==> src/hw/rtl/tid_pkg.sv <==
package tid_pkg;

  // Step commands
  typedef enum logic [1:0] {
    CMD_STEP    = 2'd0,
    CMD_IME_SET = 2'd1,
    CMD_IME_CLR = 2'd2,
    CMD_NOP     = 2'd3
  } cmd_e;

  // Configuration register indexes
  typedef enum logic [1:0] {
    CFG_IRQ_EN     = 2'd0,
    CFG_TMR_EN     = 2'd1,
    CFG_TMR_RELOAD = 2'd2,
    CFG_RATE_SHIFT = 2'd3
  } cfg_idx_e;

  localparam logic [6:0] VecBase        = 7'h40;
  localparam logic [4:0] DispatchCycles = 5'd20;
  localparam logic [4:0] TimerIrqMask   = 5'b00100;
  localparam logic [4:0] FlagsReset     = 5'b00001;
  localparam logic [3:0] ShiftMin       = 4'd4;
  localparam logic [3:0] ShiftMax       = 4'd10;
  localparam logic [3:0] ShiftReset     = 4'd10;

  // Next timer state from the timer unit
  typedef struct packed {
    logic [15:0] div;
    logic [10:0] acc;
    logic [7:0]  tima;
    logic        ovf;
  } tmr_next_t;

  // Interrupt selection
  typedef struct packed {
    logic       taken;
    logic [2:0] idx;
  } disp_t;

  // Registered input item
  typedef struct packed {
    cmd_e        command;
    logic [5:0]  ticks;
    logic [4:0]  irq_raise;
    logic [15:0] return_pc;
    logic [15:0] stack_ptr;
  } in_item_t;

  // Registered result item
  typedef struct packed {
    logic        dispatch;
    logic [6:0]  vector;
    logic [15:0] new_stack_ptr;
    logic [7:0]  push_high_byte;
    logic [7:0]  push_low_byte;
    logic [4:0]  extra_cycles;
    logic [7:0]  div_value;
    logic [7:0]  tima_value;
    logic [4:0]  pending_flags;
  } out_item_t;

endpackage

==> src/hw/rtl/tid_if.sv <==
// Step item channel
interface tid_in_if;
  import tid_pkg::*;
  logic        valid;
  logic        ready;
  cmd_e        command;
  logic [5:0]  ticks;
  logic [4:0]  irq_raise;
  logic [15:0] return_pc;
  logic [15:0] stack_ptr;

  modport source (output valid, command, ticks, irq_raise, return_pc, stack_ptr,
                  input ready);
  modport sink   (input valid, command, ticks, irq_raise, return_pc, stack_ptr,
                  output ready);
endinterface

// Result item channel
interface tid_out_if;
  logic        valid;
  logic        ready;
  logic        dispatch;
  logic [6:0]  vector;
  logic [15:0] new_stack_ptr;
  logic [7:0]  push_high_byte;
  logic [7:0]  push_low_byte;
  logic [4:0]  extra_cycles;
  logic [7:0]  div_value;
  logic [7:0]  tima_value;
  logic [4:0]  pending_flags;

  modport source (output valid, dispatch, vector, new_stack_ptr, push_high_byte,
                  push_low_byte, extra_cycles, div_value, tima_value, pending_flags,
                  input ready);
  modport sink   (input valid, dispatch, vector, new_stack_ptr, push_high_byte,
                  push_low_byte, extra_cycles, div_value, tima_value, pending_flags,
                  output ready);
endinterface

// Register write channel
interface tid_cfg_if;
  import tid_pkg::*;
  logic       valid;
  logic       ready;
  cfg_idx_e   index;
  logic [7:0] data;

  modport source (output valid, index, data, input ready);
  modport sink   (input valid, index, data, output ready);
endinterface

==> src/hw/rtl/tid_timer.sv <==
module tid_timer (
  input  logic [15:0]       div_i,
  input  logic [10:0]       acc_i,
  input  logic [7:0]        tima_i,
  input  logic [5:0]        ticks_i,
  input  logic              en_i,
  input  logic [3:0]        shift_i,
  input  logic [7:0]        reload_i,
  output tid_pkg::tmr_next_t nxt_o
);
  import tid_pkg::*;

  logic [3:0]  sh;
  logic [11:0] acc_sum;
  logic [11:0] inc_w;
  logic [11:0] rem_mask;
  logic [11:0] rem;
  logic [8:0]  tima_sum;

  // clamp the rate shift so the accumulator stays within 11 bits
  always_comb begin
    if (shift_i < ShiftMin) begin
      sh = ShiftMin;
    end else if (shift_i > ShiftMax) begin
      sh = ShiftMax;
    end else begin
      sh = shift_i;
    end
  end

  // whole TIMA increments and the leftover ticks
  assign acc_sum  = {1'b0, acc_i} + {6'd0, ticks_i};
  assign inc_w    = acc_sum >> sh;
  assign rem_mask = (12'd1 << sh) - 12'd1;
  assign rem      = acc_sum & rem_mask;
  assign tima_sum = {1'b0, tima_i} + {1'b0, inc_w[7:0]};

  always_comb begin
    nxt_o.div  = div_i + {10'd0, ticks_i};
    nxt_o.acc  = acc_i;
    nxt_o.tima = tima_i;
    nxt_o.ovf  = 1'b0;
    if (en_i) begin
      nxt_o.acc = rem[10:0];
      nxt_o.ovf = tima_sum[8];
      // overflow reloads; increments past the wrap are dropped
      nxt_o.tima = tima_sum[8] ? reload_i : tima_sum[7:0];
    end
  end

endmodule

==> src/hw/rtl/tid_dispatch.sv <==
module tid_dispatch (
  input  logic [4:0]     flags_i,
  input  logic [4:0]     mask_i,
  input  logic           ime_i,
  input  logic           step_i,
  output tid_pkg::disp_t disp_o
);
  import tid_pkg::*;

  logic [4:0] pend;

  assign pend = flags_i & mask_i;

  // lowest pending enabled source wins
  always_comb begin
    disp_o.idx = 3'd0;
    for (int i = 4; i >= 0; i--) begin
      if (pend[i]) begin
        disp_o.idx = 3'(i);
      end
    end
    disp_o.taken = step_i && ime_i && (pend != 5'd0);
  end

endmodule

==> src/hw/rtl/timer_and_interrupt_dispatch.sv <==
// An accepted item waits in the input register, then in the output register until taken.
// Throughput: one item per cycle unless the output stalls; state updates in the result stage.
// A stalled result holds in the output register while the input register takes one more.
// Reset: DIV, accumulator and TIMA clear, pending flags = 1, master enable = 1,
// irq enable = 0, timer off, reload = 0, rate shift = 10; pipeline empties.
module timer_and_interrupt_dispatch (
  input  logic       clk_i,
  input  logic       rst_ni,
  tid_in_if.sink     in_i,
  tid_out_if.source  out_o,
  tid_cfg_if.sink    cfg_i
);
  import tid_pkg::*;

  // configuration
  logic [4:0]  irq_en_q;
  logic        tmr_en_q;
  logic [7:0]  reload_q;
  logic [3:0]  shift_q;

  // architectural state
  logic [15:0] div_q, div_d;
  logic [10:0] acc_q, acc_d;
  logic [7:0]  tima_q, tima_d;
  logic [4:0]  flags_q, flags_d;
  logic        ime_q, ime_d;

  // pipeline
  logic        s1_valid_q;
  in_item_t    s1_q;
  logic        out_valid_q;
  out_item_t   out_q, out_d;
  logic        adv;

  tmr_next_t   tmr;
  disp_t       disp;
  logic        is_step;
  logic [4:0]  flags_t;

  // handshakes
  assign adv        = s1_valid_q && (!out_valid_q || out_o.ready);
  assign in_i.ready = !s1_valid_q || adv;
  assign cfg_i.ready = 1'b1;

  // configuration writes
  always_ff @(posedge clk_i or negedge rst_ni) begin
    if (!rst_ni) begin
      irq_en_q <= 5'd0;
      tmr_en_q <= 1'b0;
      reload_q <= 8'd0;
      shift_q  <= ShiftReset;
    end else if (cfg_i.valid) begin
      unique case (cfg_i.index)
        CFG_IRQ_EN:     irq_en_q <= cfg_i.data[4:0];
        CFG_TMR_EN:     tmr_en_q <= cfg_i.data[0];
        CFG_TMR_RELOAD: reload_q <= cfg_i.data;
        CFG_RATE_SHIFT: shift_q  <= cfg_i.data[3:0];
        default:        irq_en_q <= irq_en_q;
      endcase
    end
  end

  // input register
  always_ff @(posedge clk_i or negedge rst_ni) begin
    if (!rst_ni) begin
      s1_valid_q <= 1'b0;
    end else if (in_i.ready) begin
      s1_valid_q <= in_i.valid;
    end
  end

  always_ff @(posedge clk_i) begin
    if (in_i.valid && in_i.ready) begin
      s1_q.command   <= in_i.command;
      s1_q.ticks     <= in_i.ticks;
      s1_q.irq_raise <= in_i.irq_raise;
      s1_q.return_pc <= in_i.return_pc;
      s1_q.stack_ptr <= in_i.stack_ptr;
    end
  end

  tid_timer u_timer (
    .div_i    (div_q),
    .acc_i    (acc_q),
    .tima_i   (tima_q),
    .ticks_i  (s1_q.ticks),
    .en_i     (tmr_en_q),
    .shift_i  (shift_q),
    .reload_i (reload_q),
    .nxt_o    (tmr)
  );

  assign is_step = (s1_q.command == CMD_STEP);
  assign flags_t = flags_q | s1_q.irq_raise | (tmr.ovf ? TimerIrqMask : 5'd0);

  tid_dispatch u_dispatch (
    .flags_i (flags_t),
    .mask_i  (irq_en_q),
    .ime_i   (ime_q),
    .step_i  (is_step),
    .disp_o  (disp)
  );

  // next state per command
  always_comb begin
    div_d   = div_q;
    acc_d   = acc_q;
    tima_d  = tima_q;
    flags_d = flags_q;
    ime_d   = ime_q;
    unique case (s1_q.command)
      CMD_STEP: begin
        div_d   = tmr.div;
        acc_d   = tmr.acc;
        tima_d  = tmr.tima;
        flags_d = disp.taken ? (flags_t & ~(5'd1 << disp.idx)) : flags_t;
        ime_d   = disp.taken ? 1'b0 : ime_q;
      end
      CMD_IME_SET: ime_d = 1'b1;
      CMD_IME_CLR: ime_d = 1'b0;
      CMD_NOP:     ime_d = ime_q;
      default:     ime_d = ime_q;
    endcase
  end

  // result item
  always_comb begin
    out_d.dispatch       = disp.taken;
    out_d.vector         = disp.taken ? (VecBase + {1'b0, disp.idx, 3'b000}) : 7'd0;
    out_d.new_stack_ptr  = disp.taken ? (s1_q.stack_ptr - 16'd2) : s1_q.stack_ptr;
    out_d.push_high_byte = disp.taken ? s1_q.return_pc[15:8] : 8'd0;
    out_d.push_low_byte  = disp.taken ? s1_q.return_pc[7:0] : 8'd0;
    out_d.extra_cycles   = disp.taken ? DispatchCycles : 5'd0;
    out_d.div_value      = div_d[15:8];
    out_d.tima_value     = tima_d;
    out_d.pending_flags  = flags_d;
  end

  // state registers, updated as an item leaves the input register
  always_ff @(posedge clk_i or negedge rst_ni) begin
    if (!rst_ni) begin
      div_q   <= 16'd0;
      acc_q   <= 11'd0;
      tima_q  <= 8'd0;
      flags_q <= FlagsReset;
      ime_q   <= 1'b1;
    end else if (adv) begin
      div_q   <= div_d;
      acc_q   <= acc_d;
      tima_q  <= tima_d;
      flags_q <= flags_d;
      ime_q   <= ime_d;
    end
  end

  // output register
  always_ff @(posedge clk_i or negedge rst_ni) begin
    if (!rst_ni) begin
      out_valid_q <= 1'b0;
    end else begin
      out_valid_q <= adv || (out_valid_q && !out_o.ready);
    end
  end

  always_ff @(posedge clk_i) begin
    if (adv) begin
      out_q <= out_d;
    end
  end

  assign out_o.valid          = out_valid_q;
  assign out_o.dispatch       = out_q.dispatch;
  assign out_o.vector         = out_q.vector;
  assign out_o.new_stack_ptr  = out_q.new_stack_ptr;
  assign out_o.push_high_byte = out_q.push_high_byte;
  assign out_o.push_low_byte  = out_q.push_low_byte;
  assign out_o.extra_cycles   = out_q.extra_cycles;
  assign out_o.div_value      = out_q.div_value;
  assign out_o.tima_value     = out_q.tima_value;
  assign out_o.pending_flags  = out_q.pending_flags;

endmodule

==> src/flat_wrapper.sv <==
// flat-port wrapper written by rule: the top's interface ports become plain ports
module timer_and_interrupt_dispatch_flat import tid_pkg::*;
  (clk_i, rst_ni, in_i_valid, in_i_command, in_i_ticks, in_i_irq_raise, in_i_return_pc, in_i_stack_ptr, in_i_ready, out_o_valid, out_o_dispatch, out_o_vector, out_o_new_stack_ptr, out_o_push_high_byte, out_o_push_low_byte, out_o_extra_cycles, out_o_div_value, out_o_tima_value, out_o_pending_flags, out_o_ready, cfg_i_valid, cfg_i_index, cfg_i_data, cfg_i_ready);
  tid_in_if in_i_i ();
  tid_out_if out_o_i ();
  tid_cfg_if cfg_i_i ();
  input  logic clk_i;
  input  logic rst_ni;
  input wire logic [$bits(in_i_i.valid)-1:0] in_i_valid;
  input wire logic [$bits(in_i_i.command)-1:0] in_i_command;
  input wire logic [$bits(in_i_i.ticks)-1:0] in_i_ticks;
  input wire logic [$bits(in_i_i.irq_raise)-1:0] in_i_irq_raise;
  input wire logic [$bits(in_i_i.return_pc)-1:0] in_i_return_pc;
  input wire logic [$bits(in_i_i.stack_ptr)-1:0] in_i_stack_ptr;
  output wire logic [$bits(in_i_i.ready)-1:0] in_i_ready;
  output wire logic [$bits(out_o_i.valid)-1:0] out_o_valid;
  output wire logic [$bits(out_o_i.dispatch)-1:0] out_o_dispatch;
  output wire logic [$bits(out_o_i.vector)-1:0] out_o_vector;
  output wire logic [$bits(out_o_i.new_stack_ptr)-1:0] out_o_new_stack_ptr;
  output wire logic [$bits(out_o_i.push_high_byte)-1:0] out_o_push_high_byte;
  output wire logic [$bits(out_o_i.push_low_byte)-1:0] out_o_push_low_byte;
  output wire logic [$bits(out_o_i.extra_cycles)-1:0] out_o_extra_cycles;
  output wire logic [$bits(out_o_i.div_value)-1:0] out_o_div_value;
  output wire logic [$bits(out_o_i.tima_value)-1:0] out_o_tima_value;
  output wire logic [$bits(out_o_i.pending_flags)-1:0] out_o_pending_flags;
  input wire logic [$bits(out_o_i.ready)-1:0] out_o_ready;
  input wire logic [$bits(cfg_i_i.valid)-1:0] cfg_i_valid;
  input wire logic [$bits(cfg_i_i.index)-1:0] cfg_i_index;
  input wire logic [$bits(cfg_i_i.data)-1:0] cfg_i_data;
  output wire logic [$bits(cfg_i_i.ready)-1:0] cfg_i_ready;
  assign in_i_i.valid = in_i_valid;
  assign in_i_i.command = in_i_command;
  assign in_i_i.ticks = in_i_ticks;
  assign in_i_i.irq_raise = in_i_irq_raise;
  assign in_i_i.return_pc = in_i_return_pc;
  assign in_i_i.stack_ptr = in_i_stack_ptr;
  assign in_i_ready = in_i_i.ready;
  assign out_o_valid = out_o_i.valid;
  assign out_o_dispatch = out_o_i.dispatch;
  assign out_o_vector = out_o_i.vector;
  assign out_o_new_stack_ptr = out_o_i.new_stack_ptr;
  assign out_o_push_high_byte = out_o_i.push_high_byte;
  assign out_o_push_low_byte = out_o_i.push_low_byte;
  assign out_o_extra_cycles = out_o_i.extra_cycles;
  assign out_o_div_value = out_o_i.div_value;
  assign out_o_tima_value = out_o_i.tima_value;
  assign out_o_pending_flags = out_o_i.pending_flags;
  assign out_o_i.ready = out_o_ready;
  assign cfg_i_i.valid = cfg_i_valid;
  assign cfg_i_i.index = cfg_i_index;
  assign cfg_i_i.data = cfg_i_data;
  assign cfg_i_ready = cfg_i_i.ready;
  timer_and_interrupt_dispatch u_core (.clk_i(clk_i), .rst_ni(rst_ni), .in_i(in_i_i), .out_o(out_o_i), .cfg_i(cfg_i_i));
endmodule
==> config.mk <==
export PLATFORM = sky130hd
export DESIGN_NAME = timer_and_interrupt_dispatch_flat
export DESIGN_NICKNAME = d
export VERILOG_FILES = /design/src/hw/rtl/tid_pkg.sv /design/src/hw/rtl/tid_if.sv /design/src/hw/rtl/tid_timer.sv /design/src/hw/rtl/tid_dispatch.sv /design/src/hw/rtl/timer_and_interrupt_dispatch.sv /design/src/flat_wrapper.sv
export SDC_FILE = /design/constraint.sdc
export NUM_CORES = 1
export LEC_CHECK = 0
export BUFFER_PORTS_ARGS = -buffer_cell sky130_fd_sc_hd__buf_2
export CORE_MARGIN = 2
export CORE_UTILIZATION = 45
export DETAILED_ROUTE_END_ITERATION = 7
export GPL_TIMING_DRIVEN = 1
export PLACE_DENSITY = 0.68
export SYNTH_ARGS = -nofsm -noshare
export SYNTH_HDL_FRONTEND = slang
export SYNTH_SLANG_ARGS = --single-unit
==> constraint.sdc <==
create_clock -name clk_i -period 6.55 [get_ports clk_i]
set_clock_uncertainty 0.2 [all_clocks]
set_input_delay 0.3275 -clock clk_i [delete_from_list [all_inputs] [get_ports clk_i]]
set_output_delay 0.3275 -clock clk_i [all_outputs]
set_load 0.05 [all_outputs]
==> impl_metrics.prom <==
# TYPE chip_impl_metric gauge
chip_impl_info{name="outcome",value="finished, final reports clean"} 1
chip_impl_metric{name="layout_min_cycle_time",unit="ps"} 5670
chip_impl_metric{name="worst_setup_hold_path_clk_slew",unit="ps"} 60
chip_impl_metric{name="netlist_area",unit="sq mm"} 0.00790
chip_impl_metric{name="ys_ff_latch",unit=""} 164
chip_impl_metric{name="synth_async_sr_flop_share",unit=""} 0.372
chip_impl_metric{name="syn_to_final_growth",unit="%"} 24.7
chip_impl_metric{name="slew-limit-headroom",unit=""} 0.264
chip_impl_metric{name="drv_slew",unit=""} 0
chip_impl_info{name="cp_cell_sequence",value="ha_1, fa_1, a21o_1, a2111oi_4, o21ai_0, a211oi_1, a211oi_1, a221o_1, fa_1, nor2b_1, o31a_1, o211ai_1, a31oi_2, nand4b_1, xnor2_1"} 1
chip_impl_metric{name="critical_path_required",unit="ps"} 6520
chip_impl_metric{name="count_of_flip_flops_with_a_built_in_enable_after_synthesis",unit=""} 103
chip_impl_metric{name="power.static_leakage",unit="nW"} 4.17
chip_impl_metric{name="route.final.wire_length",unit="microns"} 17300
chip_impl_metric{name="cts_buffers",unit=""} 17
chip_impl_metric{name="setup_viol",unit=""} 0
chip_impl_metric{name="pin_slew_with_the_least_headroom_to_its_limit",unit="ps"} 1100
chip_impl_metric{name="final.setup.tns",unit="ps"} 0
chip_impl_metric{name="share_of_synthesized_area_occupied_by_flip_flops_and_latches",unit=""} 0.585
chip_impl_info{name="r2r-end",value="u_core.out_o.new_stack_ptr[15]"} 1
chip_impl_metric{name="cp_max_fo",unit=""} 17
chip_impl_metric{name="postPlaceCellArea",unit="sq mm"} 0.00870
chip_impl_metric{name="comb_power_share",unit=""} 0.298
chip_impl_metric{name="layout_worst_path_cycle_share",unit=""} 0.865
chip_impl_metric{name="last_weighted_congestion_value_of_the_routability_driven_placer",unit=""} 0.909
chip_impl_info{name="rsz_0062_raised_after_global_routing",value="false"} 1
chip_impl_metric{name="clock_path_buffers",unit=""} 2
chip_impl_info{name="worst-setup-path-type",value="reg2reg"} 1
chip_impl_metric{name="clkPwrFrac",unit=""} 0.296
chip_impl_metric{name="die_area",unit="sq mm"} 0.0186
chip_impl_info{name="critical_path_capture_point_type",value="flop"} 1
chip_impl_metric{name="fp.coreArea",unit="sq mm"} 0.0172
chip_impl_metric{name="horiz_die_dim",unit="microns"} 137
chip_impl_metric{name="cts.repair.resized",unit=""} 0
chip_impl_metric{name="antenna_left",unit=""} 0
chip_impl_info{name="synth_top_cell_by_area",value="sky130_fd_sc_hd__edfxtp_1"} 1
chip_impl_metric{name="post_route_cells_drive_above_1_share",unit=""} 0.225
chip_impl_metric{name="cts_num_sinks",unit=""} 164
chip_impl_info{name="hold-path-endpoint",value="u_core.reload_q[0]"} 1
chip_impl_metric{name="insertedDiodeCount",unit=""} 0
chip_impl_info{name="yosys-top-cells-count",value="103 x sky130_fd_sc_hd__edfxtp_1, 61 x sky130_fd_sc_hd__nand2_1, 57 x sky130_fd_sc_hd__dfrtp_1"} 1
chip_impl_metric{name="final_hold_violation_count",unit=""} 0
chip_impl_metric{name="postCtsHoldBufs",unit=""} 53
chip_impl_metric{name="regToRegSetupSlack",unit="ps"} 880
chip_impl_metric{name="route.detailed.wl_per_inst",unit="microns"} 16.1
chip_impl_metric{name="largest_net_degree_at_the_start_of_global_routing",unit=""} 66
chip_impl_metric{name="avgSynthCellArea",unit="sq um"} 11.8
chip_impl_metric{name="max_stage_delay",unit="ps"} 690
chip_impl_metric{name="postLayoutCellArea",unit="sq mm"} 0.00985
chip_impl_metric{name="share_of_yosys_cell_area_claimed_by_the_top_area_cell_type",unit=""} 0.392
chip_impl_metric{name="cts_htree_levels",unit=""} 4
chip_impl_metric{name="post-cts-setup-buffers",unit=""} 0
chip_impl_metric{name="first_global_vias",unit=""} 5536
chip_impl_info{name="cts_tree",value="built"} 1
chip_impl_metric{name="number_of_top_level_pins",unit=""} 129
chip_impl_metric{name="hold_depth",unit=""} 2
chip_impl_info{name="cell_with_the_most_instances_after_synthesis",value="sky130_fd_sc_hd__edfxtp_1"} 1
chip_impl_info{name="holdCritPathClass",value="in2reg"} 1
chip_impl_metric{name="power_density",unit="mW/mm^2"} 355
chip_impl_metric{name="cellInternalPower",unit="mW"} 2.30
chip_impl_metric{name="layout.nets",unit=""} 925
chip_impl_metric{name="synth-warning-count",unit=""} 0
chip_impl_metric{name="cp_data_arrival_time",unit="ps"} 5640
chip_impl_info{name="post_synth_main_area_contributors",value="sky130_fd_sc_hd__edfxtp_1 39%, sky130_fd_sc_hd__dfrtp_1 18%, sky130_fd_sc_hd__ha_1 3.5%"} 1
chip_impl_metric{name="dp.final_hpwl",unit="microns"} 12000
chip_impl_metric{name="vias",unit=""} 5694
chip_impl_info{name="min-delay-start",value="cfg_i_data[0]"} 1
chip_impl_info{name="synthFlopType",value="sky130_fd_sc_hd__edfxtp_1"} 1
chip_impl_metric{name="antenna_violations_before_repair",unit=""} 0
chip_impl_metric{name="fp.dieH",unit="microns"} 137
chip_impl_metric{name="dr.pass1.iters",unit=""} 5
chip_impl_info{name="reg_to_reg_critical_path_startpoint",value="u_core.s1_q[37]"} 1
chip_impl_info{name="root_buffer_selected_by_cts",value="sky130_fd_sc_hd__clkbuf_16"} 1
chip_impl_metric{name="power.ir.vdd_worst",unit="V"} 0.000206
chip_impl_info{name="startpoint_type",value="flop"} 1
chip_impl_metric{name="ys_types",unit=""} 66
chip_impl_metric{name="worst_skew_pair.late_latency",unit="ps"} 420
chip_impl_metric{name="timing.max_cap.violations",unit=""} 0
chip_impl_metric{name="grt_first_pass_wirelength",unit="microns"} 27700
chip_impl_metric{name="postSynthCellCount",unit=""} 668
chip_impl_metric{name="globalRoute.totalOverflow",unit=""} 0
chip_impl_metric{name="reg2regPathDepth",unit=""} 15
chip_impl_metric{name="initial_utilization",unit=""} 0.458
chip_impl_metric{name="drt-initial-drc-count",unit=""} 327
chip_impl_metric{name="power_switching",unit="mW"} 1.20
chip_impl_metric{name="viasPerCell",unit=""} 5.28
chip_impl_metric{name="placement.io_buffers",unit=""} 121
chip_impl_metric{name="switching_fraction",unit=""} 0.343
chip_impl_metric{name="row_count",unit=""} 48
chip_impl_metric{name="track_usage",unit=""} 0.192
chip_impl_info{name="crit_path_top_delay_cell",value="sky130_fd_sc_hd__a31oi_2"} 1
chip_impl_metric{name="maxClockFrequency",unit="MHz"} 176
chip_impl_metric{name="remaining_drc_errors",unit=""} 0
chip_impl_metric{name="power.share.sequential",unit=""} 0.406
[critical path, delay by kind of cell, from the launching register on]
| family | cells | cell delay (ps) |
|---|---|---|
| compound gates | 9 | 3070 |
| xor+xnor | 1 | 180 |
| fa+ha+maj | 3 | 1090 |
| flops | 1 | 400 |
| simple gates | 2 | 450 |
[how the worst max path moves through the flow]
stage,from,endpoint,slack (ps),cells after the start
final,u_core.s1_q[37],u_core.out_o.new_stack_ptr[15],880,15
after CTS,u_core.s1_q[37],u_core.out_o.new_stack_ptr[6],930,15
after global placement,u_core.s1_q[37],u_core.out_o.new_stack_ptr[6],1150,15
after floorplan,u_core.s1_q[37],u_core.out_o.new_stack_ptr[6],1840,19
after global routing,u_core.s1_q[37],u_core.out_o.new_stack_ptr[15],560,15
after detailed placement,u_core.s1_q[37],u_core.out_o.new_stack_ptr[6],910,15
[per-stage QoR]
step | std cells | util | hold slack, ps | setup slack [ps] | total power, mW
final | 1078 | 0.572 | 18.9 | 883 | 3.50
after global routing | 1078 | 0.572 | 12.5 | 563 | 3.71
after CTS | 1078 | 0.572 | 3.47 | 934 | 3.52
after detailed placement | 993 | 0.505 | 217 | 912 | 2.45
after global placement | 993 | 0.505 | 203 | 1150 | 2.41
after floorplan | 675 | - | -168 | 1840 | 2.20
[metal layers]
layer	up-vias	wire length, microns	GRT usage
met4	0	433	0.0810
li1	2766	-	-
met5	-	0	0
met2	158	8450	0.308
met3	29	805	0.0389
met1	2741	7630	0.255
[flip-flops by register name, summed over array words and instances, names as in the netlist]
register / cells
u_core.s1_q: 45
u_core.out_o.push_low_byte: 8
u_core.s1_valid_q: 1
u_core.reload_q: 8
u_core.out_o.pending_flags: 5
u_core.shift_q: 4
u_core.out_o.push_high_byte: 8
u_core.out_o.new_stack_ptr: 16
u_core.tmr_en_q: 1
u_core.out_o.div_value: 8
u_core.tima_q: 8
u_core.div_q: 16
u_core.out_o.extra_cycles: 1
u_core.out_o.valid: 1
u_core.ime_q: 1
u_core.out_o.tima_value: 8
u_core.acc_q: 11
u_core.irq_en_q: 5
u_core.out_o.vector: 4
u_core.flags_q: 5
[power groups by stage]
stage	sequential [mW]	combinational, mW	clock (mW)
finish	1.42	1.04	1.04
global route	1.44	1.16	1.10
CTS	1.42	1.04	1.06
detailed placement	1.44	1.01	0
global placement	1.43	0.985	0
floorplan	1.54	0.662	0
[final cells by class]
cell class	instances	area [sq um]
Multi-Input combinational cell	459	3080
Timing Repair Buffer	179	1170
Fill cell	1440	7390
Tap cell	225	282
Clock buffer	18	429
Inverter	19	71.3
Clock inverter	14	193
Sequential cell	164	4620
[logic make-up after synthesis]
logic type / count (synthesis) / synth area share
AND/OR/NAND/NOR: 215 / 0.142
adder cells (fa/ha/maj): 26 / 0.0437
buffers and inverters: 52 / 0.0293
flip-flops: 164 / 0.585
multiplexers: 27 / 0.0371
XOR/XNOR: 47 / 0.0521
other: 2 / 0.000951
AO/OA/AOI/OAI: 135 / 0.110
[cell usage in the layout (no fill, tap or decap), drive strengths merged, types with 4 or more instances in the layout]
cell type / n
a211oi: 9
a21o: 7
a21oi: 31
a31oi: 8
and2: 25
and3: 5
buf: 126
clkbuf: 18
conb: 9
dfrtp: 57
dfstp: 4
dlygate4sd3: 53
edfxtp: 103
ha: 22
inv: 26
mux2: 18
mux2i: 9
nand2: 61
nand2b: 5
nand3: 15
nand3b: 5
nor2: 45
nor2b: 5
nor3: 15
nor4: 6
o211ai: 4
o21a: 8
o21ai: 41
o31ai: 7
or3: 6
or4: 5
xnor2: 28
xor2: 19
Power figures use the tool's default switching activity.
